File: config.mk
export PLATFORM = sky130hd
export DESIGN_NAME = generational_handle_table
export DESIGN_NICKNAME = d
export VERILOG_FILES = /design/src/sv/ght_pkg.sv /design/src/sv/generational_handle_table.sv /design/src/sv/ght_ctrl.sv /design/src/sv/ght_dp.sv
export SDC_FILE = /design/constraint.sdc
export NUM_CORES = 2
export LEC_CHECK = 0
export ABC_AREA = 1
export ABC_CLOCK_PERIOD_IN_PS = 14000
export BUFFER_PORTS_ARGS = -buffer_cell sky130_fd_sc_hd__buf_2
export CELL_PAD_IN_SITES_DETAIL_PLACEMENT = 1
export CELL_PAD_IN_SITES_GLOBAL_PLACEMENT = 1
export CORE_MARGIN = 2
export CORE_UTILIZATION = 47
export DETAILED_ROUTE_END_ITERATION = 10
export PLACE_DENSITY = 0.83
export SYNTH_ARGS = -nofsm -noshare
export SYNTH_HDL_FRONTEND = slang
export SYNTH_SLANG_ARGS = --single-unit
File: constraint.sdc
create_clock -name clk -period 14 [get_ports clk]
set_input_delay 0.7 -clock clk [delete_from_list [all_inputs] [get_ports clk]]
set_output_delay 0.7 -clock clk [all_outputs]
set_load 0.01 [all_outputs]
File: src/sv/ght_pkg.sv
// Shared types and constants for the generational handle table.
`default_nettype none
package ght_pkg;

	localparam int KIND_W   = 2;
	localparam int INDEX_W  = 8;
	localparam int ID_W     = 32;
	localparam int STATUS_W = 2;

	localparam logic [KIND_W-1:0] KIND_ACTIVATE   = 2'd0;
	localparam logic [KIND_W-1:0] KIND_INVALIDATE = 2'd1;
	localparam logic [KIND_W-1:0] KIND_CHECK      = 2'd2;

	localparam logic [STATUS_W-1:0] ST_VALID   = 2'd0;
	localparam logic [STATUS_W-1:0] ST_INVALID = 2'd1;
	localparam logic [STATUS_W-1:0] ST_ERROR   = 2'd2;
	localparam logic [STATUS_W-1:0] ST_NOSPACE = 2'd3;

	typedef struct packed {
		logic capture;
		logic commit;
	} ght_cmd_t;

endpackage
`default_nettype wire

File: src/sv/generational_handle_table.sv
// Top level of the generational handle table.
//
// Requests arrive as transactions on the in channel (kind, handle_index,
// handle_id) and each produces exactly one result transaction on the out
// channel (status, new_id, new_index). Activate takes the lowest free slot
// and issues id_start plus the number of identifiers issued so far plus one.
// Invalidate and check compare the presented handle with the slot contents.
// A request is captured in idle, where its slot is read from the table; in
// evaluation it is resolved, the table written and result register loaded.
// No new request is taken while one is in evaluation: the table's single read
// port and the read-modify-write of one slot keep requests from overlapping.
// When the receiver stalls, the result waits in the output register and one
// further request may be taken; it then holds in evaluation until the
// register frees. Reset clears the occupancy bitmap at once, so every slot
// reads as free, and sets id_start to zero and the identifier counter to one.
// The configuration channel is always ready and writes id_start.
`default_nettype none
module generational_handle_table #(
	parameter int SLOTS = 64
) (
	input  wire logic                           clk,
	input  wire logic                           arst_n,
	input  wire logic                           cfg_valid,
	output logic                                cfg_ready,
	input  wire logic [ght_pkg::ID_W-1:0]       cfg_data,
	input  wire logic                           in_valid,
	output logic                                in_ready,
	input  wire logic [ght_pkg::KIND_W-1:0]     kind,
	input  wire logic [ght_pkg::INDEX_W-1:0]    handle_index,
	input  wire logic [ght_pkg::ID_W-1:0]       handle_id,
	output logic                                out_valid,
	input  wire logic                           out_ready,
	output logic      [ght_pkg::STATUS_W-1:0]   status,
	output logic      [ght_pkg::ID_W-1:0]       new_id,
	output logic      [ght_pkg::INDEX_W-1:0]    new_index
);

	ght_pkg::ght_cmd_t cmd;

	assign cfg_ready = 1'b1;

	ght_ctrl u_ctrl (
		.clk       (clk),
		.arst_n    (arst_n),
		.in_valid  (in_valid),
		.in_ready  (in_ready),
		.out_valid (out_valid),
		.out_ready (out_ready),
		.cmd       (cmd)
	);

	ght_dp #(
		.SLOTS (SLOTS)
	) u_dp (
		.clk          (clk),
		.arst_n       (arst_n),
		.cmd          (cmd),
		.cfg_we       (cfg_valid),
		.cfg_data     (cfg_data),
		.kind         (kind),
		.handle_index (handle_index),
		.handle_id    (handle_id),
		.status       (status),
		.new_id       (new_id),
		.new_index    (new_index)
	);

endmodule
`default_nettype wire

File: src/sv/ght_ctrl.sv
// Controller state machine that sequences each request through the datapath.
`default_nettype none
module ght_ctrl (
	input  wire logic          clk,
	input  wire logic          arst_n,
	input  wire logic          in_valid,
	output logic               in_ready,
	output logic               out_valid,
	input  wire logic          out_ready,
	output ght_pkg::ght_cmd_t  cmd
);

	typedef enum logic {
		ST_IDLE,
		ST_EVAL
	} state_t;

	state_t state_q;
	logic   out_valid_q;
	logic   slot_free;

	assign in_ready    = (state_q == ST_IDLE);
	assign slot_free   = !out_valid_q || out_ready;
	assign cmd.capture = in_valid && (state_q == ST_IDLE);
	assign cmd.commit  = (state_q == ST_EVAL) && slot_free;
	assign out_valid   = out_valid_q;

	always_ff @(posedge clk or negedge arst_n) begin
		if (!arst_n) begin
			state_q     <= ST_IDLE;
			out_valid_q <= 1'b0;
		end else begin
			if (cmd.commit) begin
				out_valid_q <= 1'b1;
			end else if (out_valid_q && out_ready) begin
				out_valid_q <= 1'b0;
			end
			unique case (state_q)
				ST_IDLE: begin
					if (in_valid) begin
						state_q <= ST_EVAL;
					end
				end
				ST_EVAL: begin
					if (slot_free) begin
						state_q <= ST_IDLE;
					end
				end
				default: begin
					state_q <= ST_IDLE;
				end
			endcase
		end
	end

endmodule
`default_nettype wire

File: src/sv/ght_dp.sv
// Datapath with the slot table, occupancy bitmap, identifier counter and result register.
`default_nettype none
module ght_dp #(
	parameter int SLOTS = 64
) (
	input  wire logic                           clk,
	input  wire logic                           arst_n,
	input  wire ght_pkg::ght_cmd_t              cmd,
	input  wire logic                           cfg_we,
	input  wire logic [ght_pkg::ID_W-1:0]       cfg_data,
	input  wire logic [ght_pkg::KIND_W-1:0]     kind,
	input  wire logic [ght_pkg::INDEX_W-1:0]    handle_index,
	input  wire logic [ght_pkg::ID_W-1:0]       handle_id,
	output logic      [ght_pkg::STATUS_W-1:0]   status,
	output logic      [ght_pkg::ID_W-1:0]       new_id,
	output logic      [ght_pkg::INDEX_W-1:0]    new_index
);

	localparam int IDXW = (SLOTS > 1) ? $clog2(SLOTS) : 1;
	localparam logic [ght_pkg::INDEX_W:0] SLOTS_L = (ght_pkg::INDEX_W + 1)'(SLOTS);

	logic [ght_pkg::ID_W-1:0]     mem [SLOTS];
	logic [SLOTS-1:0]             used_q;
	logic [ght_pkg::ID_W-1:0]     id_start_q;
	logic [ght_pkg::ID_W-1:0]     cnt_q;
	logic [ght_pkg::KIND_W-1:0]   kind_q;
	logic [ght_pkg::INDEX_W-1:0]  idx_q;
	logic [ght_pkg::ID_W-1:0]     hid_q;
	logic [ght_pkg::ID_W-1:0]     rd_data_q;
	logic [ght_pkg::STATUS_W-1:0] status_q;
	logic [ght_pkg::ID_W-1:0]     new_id_q;
	logic [ght_pkg::INDEX_W-1:0]  new_index_q;

	logic [IDXW-1:0]              free_idx;
	logic                         found;
	logic [ght_pkg::ID_W-1:0]     nid;
	logic [ght_pkg::ID_W-1:0]     slot_val;
	logic                         in_range;
	logic                         match;
	logic [ght_pkg::STATUS_W-1:0] st_d;
	logic                         do_alloc;
	logic                         do_clear;

	always_comb begin
		free_idx = '0;
		for (int i = SLOTS - 1; i >= 0; i--) begin
			if (!used_q[i]) begin
				free_idx = IDXW'(i);
			end
		end
	end

	assign found    = !(&used_q);
	assign nid      = id_start_q + cnt_q;
	assign in_range = {1'b0, idx_q} < SLOTS_L;
	assign slot_val = used_q[idx_q[IDXW-1:0]] ? rd_data_q : '0;
	assign match    = (slot_val == hid_q);

	always_comb begin
		do_alloc = 1'b0;
		do_clear = 1'b0;
		priority if (kind_q == ght_pkg::KIND_ACTIVATE) begin
			if (found) begin
				st_d     = ght_pkg::ST_VALID;
				do_alloc = 1'b1;
			end else begin
				st_d = ght_pkg::ST_NOSPACE;
			end
		end else if (!in_range) begin
			st_d = ght_pkg::ST_ERROR;
		end else if (kind_q == ght_pkg::KIND_INVALIDATE) begin
			st_d     = ght_pkg::ST_INVALID;
			do_clear = match;
		end else begin
			st_d = match ? ght_pkg::ST_VALID : ght_pkg::ST_INVALID;
		end
	end

	always_ff @(posedge clk) begin
		if (cmd.capture) begin
			kind_q    <= kind;
			idx_q     <= handle_index;
			hid_q     <= handle_id;
			rd_data_q <= mem[handle_index[IDXW-1:0]];
		end
		if (cmd.commit && do_alloc) begin
			mem[free_idx] <= nid;
		end
		if (cmd.commit) begin
			status_q    <= st_d;
			new_id_q    <= do_alloc ? nid : '0;
			new_index_q <= do_alloc ? ght_pkg::INDEX_W'(free_idx) : '0;
		end
	end

	always_ff @(posedge clk or negedge arst_n) begin
		if (!arst_n) begin
			used_q     <= '0;
			id_start_q <= '0;
			cnt_q      <= ght_pkg::ID_W'(1);
		end else begin
			if (cfg_we) begin
				id_start_q <= cfg_data;
			end
			if (cmd.commit && do_alloc) begin
				used_q[free_idx] <= (nid != '0);
				cnt_q            <= cnt_q + ght_pkg::ID_W'(1);
			end
			if (cmd.commit && do_clear) begin
				used_q[idx_q[IDXW-1:0]] <= 1'b0;
			end
		end
	end

	assign status    = status_q;
	assign new_id    = new_id_q;
	assign new_index = new_index_q;

endmodule
`default_nettype wire

==> results.json <==
{
  "final_util_pct": 52.8,
  "syn_avg_cell_area_um2": 12.4,
  "cts_buffer_depth": 3,
  "yosys.cell_types.count": 54,
  "synthToLayoutAreaGrowth_pct": 11.9,
  "clkLatencyLatePin_ns": 0.93,
  "synthArstFlopShare_pct": 5.67,
  "cp-end-kind": "flop",
  "path_common_cell": "a21oi_1",
  "clk_pin_slew_ns": 0.06,
  "die_w_um": 449,
  "htreeDepth": 4,
  "grt_pass1_vias": 71400,
  "start_kind": "flop",
  "drive_gt1_share_pct": 9.34,
  "slowest_stage": "dfstp_2",
  "leakagePower_uw": 0.0349,
  "die_h_um": 449,
  "grt_usage_pct": 31.6,
  "drc": 0,
  "rsz0062_at_grt": "false",
  "yosysTopAreaCell": "edfxtp_1",
  "final_nets": 7666,
  "ios": 124,
  "syn_area_um2": 92900,
  "final_cell_mix": "edfxtp_1 (2162), nor2_1 (1578), o21ai_0 (1333)",
  "synth_top_area_share_pct": 69.8,
  "power_density_nw_per_um2": 146,
  "fill_cells": 19800,
  "clock.fmax_mhz": 128,
  "ys_seq_area_share_pct": 73.3,
  "synthTopCellsByArea": "edfxtp_1 (70%), o21ai_0 (7.2%), nor2_1 (6.5%)",
  "io_buffers": 120,
  "slew_headroom_pct": -6.98,
  "max_cap_viol_count": 2,
  "ir_worst_vdd_mv": 0.127,
  "detail_route.vias_per_cell": 6.56,
  "setup_viol": 0,
  "globalRouteOverflowTotal": 0,
  "final_common_cell": "edfxtp_1",
  "skew_ns": 0.0617,
  "arrival_ns": 8.58,
  "via_count": 68000,
  "drt_wl_total_mm": 327,
  "period_needed_ns": 7.78,
  "dr.pass1.iters": 6,
  "wire_per_inst_um": 31.5,
  "core_area_um2": 197000,
  "status": "finished, violations left",
  "rows": 163,
  "start_util_pct": 47.2,
  "yosysWarnings": 0,
  "critical_path_peak_fanout": 66,
  "worstMarginPinSlew_ns": 1.60,
  "dr.first_iter.drc_count": 9610,
  "worstSetupPathType": "flop to flop",
  "cts_buffers": 216,
  "post-route-period-util_pct": 55.6,
  "syn_inst": 7525,
  "tritoncts": "built",
  "fin_setup_tns_ns": 0,
  "place.gp.congestion": 0.910,
  "max_stage_delay_ns": 0.57,
  "synth_ff_type": "edfxtp_1",
  "place_hpwl_mm": 171,
  "grt_pass1_wl_mm": 471,
  "hp-class": "input pin to flop",
  "cts_root_buf": "clkbuf_16",
  "final-hold-violation-count": 0,
  "finalMaxSlewViolations": 2,
  "violations": "capacitance limit, slew limit",
  "ant_nets": 0,
  "cts_sinks": 2292,
  "ys_ff_latch": 2292,
  "required_ns": 14.80,
  "synth_edf_count": 2162,
  "die-area_um2": 201000,
  "antenna_found_initial": 23,
  "grt_start_max_net_pins": 199
}
synth_stat cells, types with 28 or more instances:
cell and n:
nor3_1 28, ha_1 32, mux2_2 31, xnor2_1 29
o22ai_1 654, inv_1 253, nand2_1 390, xor2_1 56
nand4_1 63, o32ai_1 30, buf_1 32, nor4_1 30
clkbuf_1 443, dfrtp_1 129, nor2_1 1604, o21ai_0 1333
nand3_1 83, a21oi_1 58, edfxtp_1 2162
critical path: cells and delay by family (launching register included):
| kind | cells | cell delay, ns |
|---|---|---|
| xor+xnor | 1 | 0.17 |
| fa+ha+maj | 2 | 0.62 |
| compound gates | 12 | 3.34 |
| simple gates | 11 | 1.64 |
| flops | 1 | 0.57 |
| buf+inv | 5 | 1.33 |
path summary, 6_finish.rpt:
path                           startpoint  slack, ns  cells after the start             endpoint
min in group asynchronous          arst_n       0.39                      2  u_dp.id_start_q[22]
setup reg to reg            u_dp.cnt_q[0]       6.22                     31      u_dp.used_q[24]
hold reg to reg            u_dp.cnt_q[31]       0.50                      1       u_dp.cnt_q[31]
hold / removal               cfg_data[11]       0.06                      2  u_dp.id_start_q[11]
max in group asynchronous          arst_n      12.21                      3       u_dp.used_q[7]
setup / recovery            u_dp.cnt_q[0]       6.22                     31      u_dp.used_q[24]
through the flow:
stage	total power, uW	instance area [um^2]	hold WS, ns	instances	setup slack, ns
2_1_floorplan	8800	93000	0.404	7526	7.58
3_3_place_gp	9400	96900	0.481	9938	6.64
3_5_place_dp	9490	96900	0.483	9938	6.23
4_1_cts	15100	104000	0.00136	10400	6.12
5_1_grt	15500	104000	0.0368	10400	5.66
6_report	15200	104000	0.0623	10400	6.22
area by class of cell:
type                            instances  area (um^2)  share of cell area [%]
Sequential cell                      2292        68200                    65.5
Multi-Input combinational cell       4480        22600                    21.7
Clock buffer                          263         5610                    5.40
Tap cell                             2640         3300                    3.18
Timing Repair Buffer                  305         2200                    2.12
Clock inverter                        133         1130                    1.09
Inverter                              259          997                   0.959
Antenna cell                            7         17.5                  0.0168
kinds of logic (layout without fill, tap and decap cells):
group           count (synthesis)  after routing  share of synthesized area, %
simple gates                 2210           2210                          9.37
xor+xnor                       85             85                         0.801
fa+ha+maj                      33             33                         0.452
mux                            31             31                         0.376
other cells                     2             10                       0.00808
compound gates               2118           2118                          12.5
flops                        2292           2292                          73.3
buf+inv                       754            960                          3.09
state kept, by name, summed over array words and instances (netlist names):
name / cells
u_dp.mem: 2048
u_dp.used_q: 64
u_dp.cnt_q: 32
u_dp.hid_q: 32
u_dp.id_start_q: 32
u_dp.new_id: 32
u_dp.rd_data_q: 32
u_dp.idx_q: 8
u_dp.new_index: 6
u_dp.kind_q: 2
u_dp.status: 2
u_ctrl.out_valid: 1
u_ctrl.state_q: 1
power breakdown:
part           total, uW  internal [uW]  switching [uW]
clock               5770           3010            2760
combinational       1520            309            1210
sequential          7920           7870            51.3
metal layers:
layer	GRT usage, %	routed length (um)
met3	5.91	33300
met5	0	60
met4	23.1	26800
met1	38.1	112000
met2	51.1	155000
timing repair:
action	4_1_cts	5_1_grt
hold buffers	38	0
resized for setup	0	0
endpoints found under the hold margin	101	0
buffers inserted	0	0
Note: power is estimated with default switching activity, not from simulation.
